==> src/design/teabc_pkg.sv <==
package teabc_pkg;

   localparam int unsigned ROUNDS_DEFAULT = 32;
   localparam int unsigned WORD_W = 32;

   localparam logic [31:0] DELTA = 32'h9E37_79B9;

   localparam logic [31:0] KEY0_RESET = 32'h2175_DA3A;
   localparam logic [31:0] KEY1_RESET = 32'hB3DB_E2DB;
   localparam logic [31:0] KEY2_RESET = 32'h0149_B411;
   localparam logic [31:0] KEY3_RESET = 32'hD4EA_C6A5;

   localparam int unsigned CSR_ADDR_W = 2;
   localparam logic [CSR_ADDR_W-1:0] CSR_KEY0 = 2'd0;
   localparam logic [CSR_ADDR_W-1:0] CSR_KEY1 = 2'd1;
   localparam logic [CSR_ADDR_W-1:0] CSR_KEY2 = 2'd2;
   localparam logic [CSR_ADDR_W-1:0] CSR_KEY3 = 2'd3;

   localparam logic CMD_ENCRYPT = 1'b0;
   localparam logic CMD_DECRYPT = 1'b1;

   typedef struct packed {
      logic        cmd;
      logic [31:0] z;
      logic [31:0] y;
   } blk_type;

   typedef struct packed {
      logic [31:0] k3;
      logic [31:0] k2;
      logic [31:0] k1;
      logic [31:0] k0;
   } key_type;

   // running sum after n additions of delta, modulo 2^32
   function automatic logic [31:0] tea_sum(input int unsigned n);
      logic [63:0] p;
      p = 64'(DELTA) * 64'(n);
      return p[31:0];
   endfunction

endpackage

==> src/design/teabc_skid.sv <==
module teabc_skid (
   input  logic              clock,
   input  logic              reset,
   input  logic              enable,
   input  logic              in_valid,
   input  teabc_pkg::blk_type in_blk,
   output logic              in_ready,
   output logic              out_valid,
   output teabc_pkg::blk_type out_blk
);

   logic              skid_valid_ff;
   logic              skid_valid_in;
   teabc_pkg::blk_type skid_blk_ff;
   teabc_pkg::blk_type skid_blk_in;

   assign in_ready  = !skid_valid_ff;
   assign out_valid = skid_valid_ff || in_valid;
   assign out_blk   = skid_valid_ff ? skid_blk_ff : in_blk;

   always_comb begin
      skid_valid_in = skid_valid_ff;
      skid_blk_in   = skid_blk_ff;
      if (enable) begin
         skid_valid_in = 1'b0;
      end else if (in_valid && !skid_valid_ff) begin
         skid_valid_in = 1'b1;
         skid_blk_in   = in_blk;
      end
   end

   always_ff @(posedge clock) begin
      if (reset) begin
         skid_valid_ff <= 1'b0;
      end else begin
         skid_valid_ff <= skid_valid_in;
      end
      skid_blk_ff <= skid_blk_in;
   end

endmodule

==> config.mk <==
export PLATFORM = sky130hd
export DESIGN_NAME = teabc_skid
export DESIGN_NICKNAME = d
export VERILOG_FILES = /design/src/design/teabc_pkg.sv /design/src/design/teabc_skid.sv
export SDC_FILE = /design/constraint.sdc
export NUM_CORES = 1
export LEC_CHECK = 0
export BUFFER_PORTS_ARGS = -buffer_cell sky130_fd_sc_hd__buf_2
export CORE_MARGIN = 3
export CORE_UTILIZATION = 30
export CTS_CLUSTER_SIZE = 14
export DETAILED_ROUTE_END_ITERATION = 8
export PLACE_DENSITY = 0.57
export SLEW_MARGIN = 10
export SYNTH_ARGS = -nofsm -noshare
export SYNTH_HDL_FRONTEND = slang
export SYNTH_SLANG_ARGS = --single-unit
==> constraint.sdc <==
create_clock -name clock -period 7 [get_ports clock]
set_input_delay 0.35 -clock clock [delete_from_list [all_inputs] [get_ports clock]]
set_output_delay 0.35 -clock clock [all_outputs]
set_load 0.05 [all_outputs]
==> impl_metrics.ini, run 1 <==
[run_status]
status = finished clean

[place]
hpwl_um = 4080
io_buffers = 135
dp_cells = 401
pre_cts_slack_ns = 5.01
gp_congestion = 0.750

[worst_hold_path]
min_from = reset
whs_path_depth = 2
min_path_type = primary input to flop
hold_end = skid_valid_ff

[synth]
ys_seq_elements = 66
synth_compound_area_share_pct = 0
synth-simple-area-share_pct = 0.743
synth_fa_ha_area_share_pct = 0
synth_seq_area_share_pct = 68.9
muxShareOfSynthArea_pct = 27.9
yosys_warnings = 0
syn_area_um2 = 2860
ys_top_cells_by_area = edfxtp_1, mux2_2, mux2_4
syn_avg_cell_area_um2 = 20.0
synth_xor_area_share_pct = 0
yosysTopAreaCell = edfxtp_1
yosysTopAreaCellShare_pct = 68.2
synth_top_family_by_area = multiplexers
synthesis.nets = 212
synthDistinctLibCells = 9
synthCells = 143

[clock_network]
clock-root-buffer = clkbuf_8
cts_made_buffers = 9
h-tree-depth = 3
clockBufferDepth = 2
cts_resized = 0
insertion_delay_ns = 0.34
hold_buffers = 0
cts.sinks = 66
cts_tree = done
clk_pin_slew_worst_paths_ns = 0.07
post-cts-setup-buffers = 0

[sta]
relSlewSlack_pct = 36.6
rsz0062_at_grt = false
fin_crit_sh_pct = 33.2
tightest_slew_ns = 0.951
fin_ws_ns = 4.68
hold_violations = 0
fmax_mhz = 431
min_period_ns = 2.32
hold_slack_ns = 0.169
setup_viol_count_final = 0
finClkSkew_ns = 0.0116
slew_viol_final = 0
setup-tns-final_ns = 0

[worst_setup_path]
critPathKind = flop to primary output
worst-path-max-fanout = 68
r2r_cells = 2
reg2reg_from = skid_valid_ff
reg2reg_to = skid_blk_ff[46]
reg2reg_slack_ns = 5.11
crit_required_ns = 6.65
start_kind = flop
arrival_ns = 1.97
cp-end-kind = primary output

[finish]
stdcell_count = 417
drive_gt1_share_pct = 76.4
areaGrowthSynthToFinish_pct = 35.6
num_antenna_cells = 0
finalNetCount = 352

[die]
die_x_um = 104
io_pins = 136
die-area_um2 = 10700
coreArea_um2 = 9240
initial_core_util_pct = 31.0
dieHeight_um = 104
placementRows = 35

[detailed_routing]
vias_per_cell = 4.21
drc = 0
wirelength_um = 5860
routed.top_layer = met4
wl_met2_um = 2470
wl_met1_um = 2660
antenna_left = 0
wire_per_inst_um = 14.0
first_pass_iters = 4
via_count = 1756
drt-initial-drc-count = 76
wl_met3_um = 603

[power]
power.total_mw = 1.03
vdd_ir_drop_max_mv = 0.123
leakage_nw = 1.58
p_per_area_nw_per_um2 = 265

[grt]
grt_pass1_vias = 1803
grt_overflow = 0
antenna_found_initial = 0
grtUsageTotal_pct = 10.9
grt_pass1_wl_um = 9330
grt_max_degree = 69

[flow_run]
max_cap_viol_count = 0
==> cell usage in the layout (no fill, tap or decap) <==
cell type / n
buf_2: 135
buf_4: 2
bufinv_16: 2
clkbuf_8: 9
clkinv_2: 1
clkinv_4: 2
dfxtp_4: 1
edfxtp_1: 65
inv_1: 1
inv_6: 2
mux2_2: 47
mux2_4: 18
nor3b_1: 1
nor3b_2: 1
or2_1: 1
==> registers in the layout, summed over array words and instances, names as in the netlist <==
name / flops
skid_valid_ff: 1
skid_blk_ff: 65
==> cell type report <==
cell class | instances | area, um^2
timing repair buffer | 137 | 691
clock buffer | 9 | 124
multi-input combinational | 68 | 826
tap | 129 | 161
inverter | 1 | 3.75
fill | 866 | 5360
sequential | 66 | 1980
clock inverter | 7 | 100
==> per-layer routing <==
metal  up-vias  track usage, %
li1        850               -
met4         0            5.51
met3         9            4.98
met1       806            14.9
met5         -               0
met2        91            14.5
==> report_power, final <==
| part | switching (mW) | total, mW | internal, mW |
|---|---|---|---|
| Sequential | 0.0108 | 0.464 | 0.454 |
| Clock | 0.160 | 0.364 | 0.204 |
| Combinational | 0.136 | 0.199 | 0.0629 |
| Total | 0.307 | 1.03 | 0.720 |
==> worst max-delay path by stage <==
stage	start	endpoint	depth (start not counted)
global placement	skid_valid_ff	out_blk[43]	2
floorplan	skid_valid_ff	skid_blk_ff[0]	4
finish	skid_valid_ff	out_blk[39]	2
CTS	skid_valid_ff	out_blk[21]	2
global route	skid_valid_ff	out_blk[17]	2
detailed placement	skid_valid_ff	out_blk[22]	2
==> through the flow <==
step / area [um^2] / util, %
5_1_grt: 3880 / 42.0
4_1_cts: 3880 / 42.0
3_3_place_gp: 3660 / 39.6
6_report: 3880 / 42.0
3_5_place_dp: 3660 / 39.6
2_1_floorplan: 2860 / -
==> kinds of logic after synthesis <==
family / Yosys count
multiplexers: 65
buffers and inverters: 9
AND/OR/NAND/NOR: 3
flip-flops: 66
==> synth_stat cells, drive strengths merged <==
cell type / count
buf: 8
edfxtp: 65
mux2: 65
or2: 1
nor3b: 2
dfxtp: 1
inv: 1
==> critical path, stage by stage, from the launching register on <==
cell and delay [ns]:
dfxtp_4 0.97, mux2_2 0.41, buf_2 0.21
No activity file was read; power rests on OpenSTA's default activity.
==> run 2: changes to the inputs <==
Settings changed: ABC_AREA set to 1, PLACE_DENSITY 0.57 to 0.59.
Clock period 7 ns to 1.95 ns, I/O delays scaled along.
==> run 2 against run 1 <==
Die area down 1.4%. Cell count grew 44%. Worst setup slack worse by 4.4 ns. Combinational power grew to 4.4 times the previous value. Non-clock buffer count is 69 higher. Highest routed layer unchanged.
==> impl_metrics.ini, run 2 <==
[place]
pre_cts_slack_ns = 0.489
gp_congestion = 0.722
place_area_um2 = 3600
io_buffers = 135
hpwl_um = 4560
dp_cells = 518

[finish]
layout_common_cells = nand2_1, buf_2, dlygate4sd3_1, edfxtp_1, clkbuf_8
areaGrowthSynthToFinish_pct = 57.3
final_area_um2 = 4440
fin_util_pct = 49.7
finalNetCount = 556
stdcell_count = 599
final_common_cell = nand2_1
largest_register_ffs = 65
top_register = skid_blk_ff
drive_gt1_share_pct = 31.8
regArea_um2 = 1970
num_antenna_cells = 0
largestRegisters = skid_blk_ff x65, skid_valid_ff x1
fill_cells = 820
multiInputGateArea_um2 = 761

[synth]
ys.flop_type = edfxtp_1
ys_top_cells_by_area = edfxtp_1, nand2_1, buf_2
async_reset_ff_share_pct = 0
synthCells = 284
syn_area_um2 = 2820
synth_common_cells = nand2_1, edfxtp_1, buf_2, buf_4
yosysTopAreaCellShare_pct = 69.2
synth_most_common_cell = nand2_1
synth_edf_count = 65
synth_seq_area_share_pct = 69.9
synthDistinctLibCells = 8
ys_seq_elements = 66
synthesis.nets = 353
syn_avg_cell_area_um2 = 9.93
yosys_warnings = 0
yosysTopAreaCell = edfxtp_1

[run_status]
status = finished clean

[grt]
grt_overflow = 0
antenna_found_initial = 0
grtUsageTotal_pct = 14.5
grt_pass1_wl_um = 11800
grt_max_degree = 67
grt_pass1_vias = 2520

[sta]
min_period_ns = 1.65
setup-tns-final_ns = 0
rsz0062_at_grt = false
slew_viol_final = 0
relSlewSlack_pct = 66.0
hold_slack_ns = 0.0651
hold_violations = 0
fin_crit_sh_pct = 84.6
setup_viol_count_final = 0
fmax_mhz = 606
tightest_slew_ns = 0.511
fin_ws_ns = 0.301
finClkSkew_ns = 0.00819

[worst_setup_path]
critPathTopFamily = buffers and inverters
cp-end-kind = primary output
critPathKind = flop to primary output
crit_required_ns = 1.85
max_stage_delay_ns = 0.38
cpMaxStageDelayCell = buf_6
arrival_ns = 1.55
worst-path-max-fanout = 66
path_buf_inv = 2
crit_top_cell = nand2_1
cp_cell_sequence = buf_6 > nand2_1 > nand2_1 > buf_2
start_kind = flop

[detailed_routing]
drt-initial-drc-count = 116
first_pass_iters = 5
wirelength_um = 7520
wire_per_inst_um = 12.6
drc = 0
via_count = 2529
vias_per_cell = 4.22
antenna_left = 0

[die]
die-area_um2 = 10600
placementRows = 34
dieHeight_um = 103
initial_core_util_pct = 31.6
die_x_um = 103
coreArea_um2 = 8930
io_pins = 136

[power]
power.total_mw = 3.57
p_per_area_nw_per_um2 = 806
leakage_nw = 2.13
vdd_ir_drop_max_mv = 0.377

[clock_network]
cts_made_buffers = 9
insertion_delay_ns = 0.33
cts_tree = done
post-cts-setup-buffers = 0
h-tree-depth = 3
clockBufferDepth = 2
cts.sinks = 66
clk_pin_slew_worst_paths_ns = 0.07
clock-root-buffer = clkbuf_8

[flow_run]
max_cap_viol_count = 0

[worst_hold_path]
min_path_type = primary input to flop
==> run 2: changes by cell type after synthesis, moves of 4 or more <==
cell / change
nand2_1: +197
mux2_2: -47
mux2_4: -18
buf_2: +5
buf_4: +5
buf_6: -4
==> run 2: worst reg2reg max path: cells and delay by family, from the launching register on <==
| kind | cells | cell delay, ns |
|---|---|---|
| buffers and inverters | 2 | 0.50 |
| flip-flops | 1 | 0.33 |
| AND/OR/NAND/NOR | 2 | 0.16 |
==> run 2: report_power, final <==
| group | internal [mW] | total (mW) | switching [mW] |
|---|---|---|---|
| Sequential | 1.63 | 1.65 | 0.0155 |
| Combinational | 0.260 | 0.872 | 0.612 |
| Clock | 0.576 | 1.06 | 0.481 |
==> run 2: per-layer routing <==
metal	global-route usage [%]	up-vias	share of wire [%]
li1	-	1313	-
met2	24.4	99	49
met4	6.47	0	1.8
met1	17.7	1104	43
met5	0	-	0
met3	3.59	13	5.4
==> run 2: area by class of cell <==
type | instances | share of cell area, %
clock buffers | 11 | 2.96
clock inverters | 4 | 0.987
inverters | 4 | 0.338
multi-input cells | 200 | 17.1
flip-flops and latches | 66 | 44.5
well taps | 108 | 3.05
repair buffers | 206 | 31.0
==> run 2: timing repair <==
| action | CTS | global route |
|---|---|---|
| setup endpoints to repair | 0 | 2 |
| gates resized for setup | 0 | 1 |
| endpoints found under the hold margin | 66 | 0 |
| hold buffers | 66 | 0 |
==> run 2: path summary, 6_finish.rpt <==
kind / startpoint / depth (start not counted) / endpoint / slack, ns
worst max-delay path: skid_valid_ff / 4 / out_blk[24] / 0.30
worst min-delay path: enable / 4 / skid_valid_ff / 0.07
worst max register to register: skid_valid_ff / 4 / skid_blk_ff[62] / 0.57
worst min register to register: skid_valid_ff / 3 / skid_valid_ff / 0.89
==> run 2: cells by family after synthesis <==
logic type	after synthesis	share of synthesized area [%]
flops	66	69.9
buf+inv	18	3.46
simple gates	200	26.6
