### src/design/teabc_pkg.sv
package teabc_pkg;

   localparam int unsigned ROUNDS_DEFAULT = 32;
   localparam int unsigned WORD_W = 32;

   localparam logic [31:0] DELTA = 32'h9E37_79B9;

   localparam logic [31:0] KEY0_RESET = 32'h2175_DA3A;
   localparam logic [31:0] KEY1_RESET = 32'hB3DB_E2DB;
   localparam logic [31:0] KEY2_RESET = 32'h0149_B411;
   localparam logic [31:0] KEY3_RESET = 32'hD4EA_C6A5;

   localparam int unsigned CSR_ADDR_W = 2;
   localparam logic [CSR_ADDR_W-1:0] CSR_KEY0 = 2'd0;
   localparam logic [CSR_ADDR_W-1:0] CSR_KEY1 = 2'd1;
   localparam logic [CSR_ADDR_W-1:0] CSR_KEY2 = 2'd2;
   localparam logic [CSR_ADDR_W-1:0] CSR_KEY3 = 2'd3;

   localparam logic CMD_ENCRYPT = 1'b0;
   localparam logic CMD_DECRYPT = 1'b1;

   typedef struct packed {
      logic        cmd;
      logic [31:0] z;
      logic [31:0] y;
   } blk_type;

   typedef struct packed {
      logic [31:0] k3;
      logic [31:0] k2;
      logic [31:0] k1;
      logic [31:0] k0;
   } key_type;

   // running sum after n additions of delta, modulo 2^32
   function automatic logic [31:0] tea_sum(input int unsigned n);
      logic [63:0] p;
      p = 64'(DELTA) * 64'(n);
      return p[31:0];
   endfunction

endpackage

### src/design/teabc_stage.sv
module teabc_stage #(
   parameter logic [31:0] SUM_ENC = teabc_pkg::DELTA,
   parameter logic [31:0] SUM_DEC = teabc_pkg::DELTA,
   parameter bit          ODD     = 1'b0
) (
   input  logic              clock,
   input  logic              reset,
   input  logic              enable,
   input  logic              in_valid,
   input  teabc_pkg::blk_type in_blk,
   input  teabc_pkg::key_type key,
   output logic              out_valid,
   output teabc_pkg::blk_type out_blk
);

   logic              valid_ff;
   logic              valid_in;
   teabc_pkg::blk_type blk_ff;
   teabc_pkg::blk_type blk_in;

   logic        upd_z;
   logic [31:0] src;
   logic [31:0] tgt;
   logic [31:0] ka;
   logic [31:0] kb;
   logic [31:0] sum;
   logic [31:0] mix;
   logic [31:0] res;

   // encrypt updates y then z, decrypt updates z then y
   always_comb begin
      upd_z = ODD ^ (in_blk.cmd == teabc_pkg::CMD_DECRYPT);
      src   = upd_z ? in_blk.y : in_blk.z;
      tgt   = upd_z ? in_blk.z : in_blk.y;
      ka    = upd_z ? key.k2 : key.k0;
      kb    = upd_z ? key.k3 : key.k1;
      sum   = (in_blk.cmd == teabc_pkg::CMD_DECRYPT) ? SUM_DEC : SUM_ENC;
      mix   = ((src << 4) + ka) ^ (src + sum) ^ ((src >> 5) + kb);
      res   = (in_blk.cmd == teabc_pkg::CMD_DECRYPT) ? (tgt - mix) : (tgt + mix);
      blk_in = in_blk;
      if (upd_z) begin
         blk_in.z = res;
      end else begin
         blk_in.y = res;
      end
      valid_in = enable ? in_valid : valid_ff;
   end

   always_ff @(posedge clock) begin
      if (reset) begin
         valid_ff <= 1'b0;
      end else begin
         valid_ff <= valid_in;
      end
      if (enable) begin
         blk_ff <= blk_in;
      end
   end

   assign out_valid = valid_ff;
   assign out_blk   = blk_ff;

endmodule

### config.mk
export PLATFORM = sky130hd
export DESIGN_NAME = teabc_stage
export DESIGN_NICKNAME = d
export VERILOG_FILES = /design/src/design/teabc_pkg.sv /design/src/design/teabc_stage.sv
export SDC_FILE = /design/constraint.sdc
export NUM_CORES = 1
export LEC_CHECK = 0
export BUFFER_PORTS_ARGS = -buffer_cell sky130_fd_sc_hd__buf_2
export CORE_MARGIN = 2
export CORE_UTILIZATION = 45
export CTS_BUF_LIST = sky130_fd_sc_hd__clkbuf_8 sky130_fd_sc_hd__clkbuf_16
export DETAILED_ROUTE_END_ITERATION = 10
export PLACE_DENSITY = 0.69
export SKIP_LAST_GASP = 1
export SYNTH_ARGS = -nofsm -noshare
export SYNTH_HDL_FRONTEND = slang
export SYNTH_SLANG_ARGS = --single-unit
### constraint.sdc
create_clock -name clock -period 10.5 [get_ports clock]
set_clock_uncertainty 0.1 [all_clocks]
set_input_delay 0.525 -clock clock [delete_from_list [all_inputs] [get_ports clock]]
set_output_delay 0.525 -clock clock [all_outputs]
set_load 0.01 [all_outputs]
==> results of run 1 <==
==> per-stage QoR <==
step,instance area [sq um],worst slack [ps],utilization [%]
6_report,12600,2400,53.5
5_1_grt,12600,1830,53.5
4_1_cts,12600,2540,53.5
3_5_place_dp,12300,2200,52.3
3_3_place_gp,12300,2270,52.3
2_1_floorplan,10700,2000,-
==> synthesized netlist by cell type (23+ instances only) <==
| library cell | number | area, sq um |
|---|---|---|
| inv_1 | 51 | 191 |
| nor3_1 | 24 | 120 |
| edfxtp_1 | 65 | 1950 |
| nor2_1 | 74 | 278 |
| a21oi_1 | 100 | 500 |
| ha_1 | 87 | 1090 |
| a21o_1 | 36 | 270 |
| xor2_1 | 47 | 412 |
| mux2_2 | 95 | 1070 |
| xnor2_1 | 138 | 1210 |
| nand3_1 | 23 | 115 |
| o21ai_0 | 68 | 340 |
| nand2_1 | 147 | 552 |
==> worst max-delay path, delay by kind of cell <==
| family | cells | cell delay, ps |
|---|---|---|
| AOI/OAI and AO/OA | 10 | 1970 |
| xor gates and xnor gates | 2 | 670 |
| adders and majority gates | 2 | 520 |
| buffers and inverters | 3 | 1730 |
| muxes | 1 | 630 |
| and+or+nand+nor | 8 | 1930 |
==> path summary, 6_finish.rpt <==
path | from | endpoint | slack, ps
hold reg to reg | out_valid | out_valid | 400
setup / recovery | in_blk[64] | out_blk[31] | 2400
hold / removal | reset | out_valid | 250
setup reg to reg | out_valid | out_valid | 9820
==> routing by layer <==
layer  wire length (um)  global-route usage (%)  vias up
met4                546                    6.01        0
li1                   -                       -     5083
met5                  0                       0        -
met1              15600                    37.9     4729
met3               2310                    2.26       34
met2              13300                    37.0      442
==> cells by family (layout without fill, tap and decap cells) <==
logic type / count (synthesis) / count (layout) / share of synthesized area, %
compound gates: 339 / 339 / 21.1
xor+xnor: 199 / 199 / 17.7
fa+ha+maj: 90 / 90 / 10.7
buf+inv: 94 / 334 / 3.89
flops: 66 / 66 / 18.4
mux: 111 / 111 / 11.6
other cells: 0 / 4 / 0
simple gates: 359 / 359 / 16.6
==> flip-flops by register name, summed over array words and instances, names as in the netlist <==
signal / flops
out_valid: 1
out_blk: 65
==> layout by cell type, fill, tap and decap left out, types with 9 or more instances in the layout <==
cell / count
nor3_1: 24
nand4_1: 12
a31oi_1: 17
buf_2: 261
xnor3_1: 9
o21ai_0: 68
clkbuf_16: 9
nand3_1: 23
nor2_1: 74
mux2i_1: 11
o211ai_1: 10
xnor2_1: 138
mux2_2: 95
a21o_1: 36
inv_1: 53
nor2b_1: 10
o21bai_1: 13
ha_1: 87
xor2_1: 47
o21a_1: 9
edfxtp_1: 65
nand2_1: 147
a211oi_1: 9
a21oi_1: 100
nand2b_1: 16
and3_1: 9
==> where the power goes <==
part           switching (mW)  internal, mW  total, mW
Clock                   0.105         0.181      0.286
Combinational            1.22         0.938       2.16
Sequential             0.0250         0.461      0.486
Total                    1.35          1.58       2.93
==> area by class of cell <==
cell class / count / area, sq um
antenna: 4 / 10.0
clock buffer: 9 / 225
clock inverter: 7 / 62.6
fill: 2221 / 10900
inverter: 52 / 198
multi-input combinational: 1098 / 8350
sequential: 66 / 1970
tap: 319 / 399
timing repair buffer: 266 / 1350
==> impl_metrics.csv, run 1 <==
group,metric,value,unit
status,status,"finished clean",
worst_hold_path,whs_path_depth,2,
clocking,cts.path.max_buffers,2,
timing,worst_pin_slew,883,ps
worst_hold_path,hold_path.class,"in2reg",
worst_setup_path,worst_ep_required_time,10460,ps
clocking,htreeDepth,3,
synthesis,synth_seq_cells,66,
worst_setup_path,critPathCaptureType,"flop",
timing,rsz0062_at_grt,"false",
global_route,grt_max_degree,127,
worst_setup_path,arrival,8050,ps
clocking,post-cts-setup-buffers,0,
job,cap_violations,0,
timing,slew_violations,0,
timing,final.min_clock_period,8100,ps
final_layout,area_growth,17.0,%
clocking,cts_root_buf,"clkbuf_16",
timing,timing.hold.ws,249,ps
placed_design,dp.cells,1801,
synthesis,yosysUniqueCellTypes,95,
die,design.die.area,25100,sq um
pwr,power.total,2.93,mW
synthesis,synth_ff_type,"edfxtp_1",
synthesis,yosysSeqAreaShare,18.4,%
final_layout,num-nets-final,1780,
clocking,numClockSinks,66,
timing,tns,0,ps
pwr,p_leak,5.56,nW
clocking,clk_latency,320,ps
placed_design,place_hpwl,26500,um
global_route,antenna_found_initial,3,
synthesis,synthCells,1258,
placed_design,gp_congestion,0.994,
pwr,power_density,233,nW/um^2
synthesis,yosysWarnings,0,
worst_setup_path,critical_path_peak_fanout,126,
worst_setup_path,startpoint_type,"input pin",
clocking,cts_tree,"built",
worst_setup_path,cpPeakStageDelay,780,ps
synthesis,postSynthNetCount,1545,
clocking,clkTransAtPathRegs,60,ps
global_route,grt_pass1_wl,48900,um
route,routedWlPerCell,17.4,um
clocking,cts-resized-gates,0,
global_route,grt.overflow.total,0,
die,initial_utilization,45.8,%
die,row_count,56,
die,top_level_ports,263,
synthesis,syn_area,10700,sq um
die,die_w,158,um
route,drt-initial-drc-count,836,
route,vias,10300,
placed_design,port_buffers,262,
worst_setup_path,reg2reg_depth,2,
final_layout,stdcell_count,1821,
die,core-area,23500,sq um
synthesis,synthArstFlopShare,0,%
global_route,grt_pass1_vias,9288,
worst_setup_path,crit_slowest_cell,"buf_4",
global_route,grt_usage,24.7,%
clocking,cts_inserted_buffers,9,
route,postRouteAntennaNets,0,
synthesis,syn_avg_cell_area,8.54,sq um
worst_setup_path,crit_type,"in2reg",
route,viasPerCell,5.65,
synthesis,synth_edf_count,65,
final_layout,drive_gt1_share,28.7,%
route,routed_wl,31800,um
timing,fin_crit_sh,77.1,%
timing,slew_headroom,40.5,%
timing,setup_violations,0,
route,drc,0,
timing,fmax,124,MHz
clocking,hold_buffers,0,
pwr,ir_drop,0.118,mV
timing,hold_viol,0,
die,die_h,158,um
route,first_pass_iters,6,
(Power assumes the default switching activity.)
==> inputs of run 2 (changes only) <==
--- a/config.mk
+++ b/config.mk
@@ -10,7 +10,7 @@
 export CORE_UTILIZATION = 45
 export CTS_BUF_LIST = sky130_fd_sc_hd__clkbuf_8 sky130_fd_sc_hd__clkbuf_16
 export DETAILED_ROUTE_END_ITERATION = 10
-export PLACE_DENSITY = 0.69
+export PLACE_DENSITY = 0.72
 export SKIP_LAST_GASP = 1
 export SYNTH_ARGS = -nofsm -noshare
 export SYNTH_HDL_FRONTEND = slang
==> constraint.sdc (replaced) <==
create_clock -name clock -period 7.25 [get_ports clock]
set_clock_uncertainty 0.1 [all_clocks]
set_input_delay 0.3625 -clock clock [delete_from_list [all_inputs] [get_ports clock]]
set_output_delay 0.3625 -clock clock [all_outputs]
set_load 0.01 [all_outputs]
==> run 2 against run 1 <==
Clock power grew 34%. Design area increased by 2.4%. Largest cell class unchanged. Non-clock buffer count up 26. Via count increased by 0.60%. Power rose by 46%. Cell count rose by 1.5%. Worst hold slack got worse by 160 ps. Critical path depth is 1 lower. Setup slack worse by 2000 ps. Register-to-register slack lost 3200 ps. First-iteration DRC count is 29% higher. Flip-flop and latch count stayed put.
==> impl_metrics.csv, run 2 (synthesized netlist as in run 1, its figures left out) <==
group,metric,value,unit
global_route,grt_pass1_vias,9384,
clocking,clkTransAtPathRegs,60,ps
placed_design,dp.cells,1827,
worst_setup_path,critical_path_peak_fanout,55,
global_route,grt_pass1_wl,49200,um
worst_setup_path,startpoint_type,"input pin",
final_layout,largest_reg_flops,65,
timing,tns,0,ps
die,core-area,23500,sq um
clocking,hold_buffers,0,
clocking,numClockSinks,66,
worst_setup_path,worst_ep_required_time,7220,ps
job,cap_violations,0,
route,first_pass_iters,6,
die,die_h,158,um
pwr,power.total,4.29,mW
final_layout,final_common_cell,"buf_2",
final_layout,postLayoutCellArea,12900,sq um
pwr,p_leak,5.72,nW
pwr,p_clk_share,8.9,%
clocking,clk_latency,320,ps
placed_design,gp_congestion,0.979,
placed_design,port_buffers,262,
route,drt-initial-drc-count,1076,
die,row_count,56,
global_route,grt_max_degree,67,
global_route,grt.overflow.total,0,
timing,fin_crit_sh,94.1,%
die,initial_utilization,45.8,%
pwr,p_comb_share,74.8,%
timing,slew_violations,0,
final_layout,area_growth,19.9,%
die,top_level_ports,263,
route,vias,10400,
timing,worst_pin_slew,824,ps
clocking,cts.path.max_buffers,2,
clocking,cts_tree,"built",
global_route,antenna_found_initial,5,
pwr,ir_drop,0.171,mV
placed_design,post_dp_cell_area,12600,sq um
final_layout,final_cell_mix,"261 x buf_2, 147 x nand2_1, 134 x xnor2_1",
timing,slew_headroom,44.3,%
global_route,grt_usage,25.0,%
route,routedWlPerCell,17.5,um
die,design.die.area,25100,sq um
timing,rsz0062_at_grt,"false",
pwr,switching_power,1.99,mW
placed_design,place_hpwl,27100,um
timing,fmax,147,MHz
final_layout,num-nets-final,1806,
clocking,htreeDepth,3,
worst_hold_path,hold_path.class,"in2reg",
pwr,p_int,2.30,mW
clocking,cts_inserted_buffers,9,
worst_setup_path,crit_type,"in2reg",
route,routed_wl,32300,um
route,postRouteAntennaNets,0,
final_layout,drive_gt1_share,30.8,%
pwr,p_sw_share,46.3,%
timing,setup_violations,0,
clocking,cts_root_buf,"clkbuf_16",
pwr,p_seq_share,16.3,%
worst_setup_path,critPathCaptureType,"flop",
route,drc,0,
worst_setup_path,arrival,6790,ps
timing,final.min_clock_period,6820,ps
pwr,power_density,333,nW/um^2
die,die_w,158,um
status,status,"finished clean",
route,viasPerCell,5.60,
final_layout,stdcell_count,1849,
timing,hold_viol,0,
==> run 2: cell types whose count changed in the layout (fill, tap and decap cells not counted), sizes merged <==
cell      change
clkinvlp      +1
buf          +27
inv           +1
clkinv        -1
bufinv        -1
clkbuf        -1
diode         +2
==> run 2: area by class of cell <==
type                    count  area (sq um)
fillers                  2223         10600
multi-input cells        1098          8460
flip-flops and latches     66          1970
repair buffers            292          1560
well taps                 319           399
clock buffers               9           225
inverters                  52           198
clock inverters             7          40.0
diodes                      6          15.0
==> run 2: routing by layer <==
layer / share of wire [%] / global-route usage [%]
met4: 2.1 / 7.21
met1: 49 / 38.9
met2: 42 / 36.5
met3: 7.1 / 1.82
met5: 0 / 0
==> run 2: critical path, cell delays in order <==
cell	delay, ps
buf_8	300
buf_4	340
mux2_2	380
ha_1	410
a41o_1	290
a221oi_2	390
nor3_1	170
or3_1	420
a21o_1	200
a21oi_1	180
o2111ai_1	260
nor4b_4	410
nand3_1	180
nor2b_2	210
a21oi_1	100
xor2_1	170
ha_1	240
or3_1	380
a31o_2	230
nand2_1	60
o21ai_1	80
o41ai_1	420
xnor3_1	320
nor3_2	170
o31ai_2	80
==> run 2: final timing paths <==
path | startpoint | endpoint | slack [ps] | cells after the start
min | reset | out_valid | 90 | 2
max | in_blk[64] | out_blk[31] | 430 | 25
max reg2reg | out_valid | out_valid | 6580 | 2
min reg2reg | out_valid | out_valid | 390 | 2
==> run 2: metrics by stage <==
stage          util [%]  setup WS (ps)  hold WS [ps]
3_5_place_dp       53.6           91.4           383
4_1_cts            54.7            431          78.3
2_1_floorplan         -          -91.1           335
6_report           54.8            428          86.1
3_3_place_gp       53.6            259           371
5_1_grt            54.8           54.1          93.0
==> run 2: timing repair <==
item,CTS,global route
buffers inserted,0,0
setup endpoints to repair,0,5
resized for setup,0,5
==> run 2: power groups by stage <==
stage | clock network (mW) | logic, mW | registers, mW
final | 0.382 | 3.21 | 0.701
after global routing | 0.402 | 3.53 | 0.721
after CTS | 0.386 | 3.16 | 0.704
after global placement | 0 | 3.10 | 0.711
after detailed placement | 0 | 3.14 | 0.711
after floorplan | 0 | 2.29 | 0.807
==> inputs of run 3 (changes only) <==
--- a/config.mk
+++ b/config.mk
@@ -7,10 +7,10 @@
 export LEC_CHECK = 0
 export BUFFER_PORTS_ARGS = -buffer_cell sky130_fd_sc_hd__buf_2
 export CORE_MARGIN = 2
-export CORE_UTILIZATION = 45
+export CORE_UTILIZATION = 51
 export CTS_BUF_LIST = sky130_fd_sc_hd__clkbuf_8 sky130_fd_sc_hd__clkbuf_16
 export DETAILED_ROUTE_END_ITERATION = 10
-export PLACE_DENSITY = 0.72
+export PLACE_DENSITY = 0.8
 export SKIP_LAST_GASP = 1
 export SYNTH_ARGS = -nofsm -noshare
 export SYNTH_HDL_FRONTEND = slang
==> run 3 against run 2 <==
Setup slack lost 110 ps. Largest power group unchanged. Maximum frequency down 1.6%. Combinational power rose by 2%. Register-to-register slack is essentially flat. Global-route usage is 3.4 points higher. Core utilization rose by 7.2 points. Power rose by 2.0%. Worst hold slack improved by 1.3 ps. Sequential share of layout area about the same. First-iteration DRC count decreased by 27%. Highest routed layer unchanged. Critical path depth up 3. Via count is 1.6% higher.
==> impl_metrics.csv, run 3 (synthesized netlist as in run 1, its figures left out) <==
group,metric,value,unit
route,routed_wl,32400,um
die,row_count,53,
route,vias,10500,
placed_design,gp_congestion,0.984,
worst_hold_path,worstHoldStart,"reset",
timing,final.min_clock_period,6930,ps
global_route,grt_max_degree,67,
global_route,grt.overflow.total,0,
worst_setup_path,cp_num_buf_inv,1,
worst_setup_path,crit_slowest_cell,"o21ai_0",
clocking,htreeDepth,3,
timing,setup_violations,0,
route,routedWlPerCell,17.9,um
job,cap_violations,0,
worst_setup_path,crit_type,"in2reg",
timing,worst_pin_slew,786,ps
worst_setup_path,critical_path.top_delay_family,"compound AO/OA/AOI/OAI gates",
worst_setup_path,critPathCaptureType,"flop",
global_route,grt_pass1_vias,9563,
final_layout,drive_gt1_share,31.2,%
die,die_h,149,um
clocking,cts_tree,"built",
worst_hold_path,whs_path_depth,2,
route,drt-initial-drc-count,790,
timing,slew_violations,0,
worst_setup_path,startpoint_type,"input pin",
die,die_w,149,um
timing,slew_headroom,47.6,%
timing,hold_viol,0,
global_route,grt_usage,28.4,%
worst_setup_path,r2r_end,"out_valid",
timing,rsz0062_at_grt,"false",
worst_setup_path,reg2reg_depth,2,
final_layout,final_cell_mix,"261 x buf_2, 147 x nand2_1, 135 x xnor2_1",
timing,fin_ws,320,ps
status,status,"finished clean",
die,initial_utilization,51.6,%
final_layout,area_growth,20.2,%
worst_hold_path,hold_path.class,"in2reg",
placed_design,port_buffers,262,
clocking,post-cts-setup-buffers,0,
die,core-area,20800,sq um
global_route,antenna_found_initial,2,
final_layout,fin_util,62.0,%
route,viasPerCell,5.80,
timing,fmax,144,MHz
route,drc,0,
worst_setup_path,arrival,6890,ps
clocking,clkTransAtPathRegs,50,ps
worst_setup_path,critical_path_peak_fanout,52,
clocking,numClockSinks,66,
final_layout,largest_reg_flops,65,
die,design.die.area,22200,sq um
pwr,power_density,339,nW/um^2
pwr,p_leak,5.78,nW
timing,fin_crit_sh,95.6,%
clocking,clk_latency,320,ps
placed_design,dpl_worst_slack,32.8,ps
worst_hold_path,min_to,"out_valid",
final_layout,num-nets-final,1818,
pwr,ir_drop,0.162,mV
placed_design,place_hpwl,27500,um
route,postRouteAntennaNets,0,
global_route,grt_pass1_wl,49900,um
die,top_level_ports,263,
final_layout,final_common_cell,"buf_2",
clocking,cts_inserted_buffers,9,
route,first_pass_iters,6,
worst_setup_path,r2r_start,"out_valid",
worst_setup_path,worst_ep_required_time,7210,ps
worst_setup_path,cpPeakStageDelay,650,ps
clocking,cts.path.max_buffers,2,
clocking,cts_root_buf,"clkbuf_16",
worst_setup_path,reg2reg_slack,6570,ps
## run 3: timing repair
item,in CTS,in global routing
setup endpoints to repair,0,6
gates resized for setup,0,2
endpoints found under the hold margin,0,0
hold buffers,0,0
## run 3: final cells by class
cell class	instances	area [sq um]
sequential	66	1970
inverter	52	198
clock inverter	7	61.3
clock buffer	9	225
timing repair buffer	304	1660
antenna	2	5.00
fill	1849	7910
tap	275	344
multi-input combinational	1098	8450
## run 3: power breakdown
group	internal (mW)	leakage (nW)	switching [mW]
Clock	0.261	0.138	0.148
Sequential	0.667	0.643	0.0360
Combinational	1.45	5.00	1.82
Total	2.38	5.78	2.00
## run 3: worst max path at each step
stage | cells past startpoint | startpoint | to
after CTS | 25 | in_blk[64] | out_blk[31]
after global routing | 28 | in_blk[64] | out_blk[31]
final | 28 | in_blk[64] | out_blk[31]
after floorplan | 35 | in_blk[64] | out_blk[31]
after detailed placement | 25 | in_blk[64] | out_blk[31]
after global placement | 25 | in_blk[64] | out_blk[31]
## run 3: metal layers
metal / global-route usage (%) / routed length [um] / up-vias
li1: - / - / 5149
met1: 44.0 / 15800 / 4857
met2: 42.1 / 13600 / 479
met3: 2.51 / 2460 / 33
met4: 7.14 / 594 / 0
met5: 0 / 0 / -
## run 3: through the flow
stage	instances	total power [mW]	TNS, ps	hold WS, ps	area (sq um)
after CTS	1811	4.34	0	80.7	12900
after global placement	1795	3.86	0	375	12600
final	1813	4.38	0	87.4	12900
after global routing	1813	4.72	0	83.6	12900
after detailed placement	1795	3.92	0	392	12600
after floorplan	1258	3.10	-91.1	335	10900
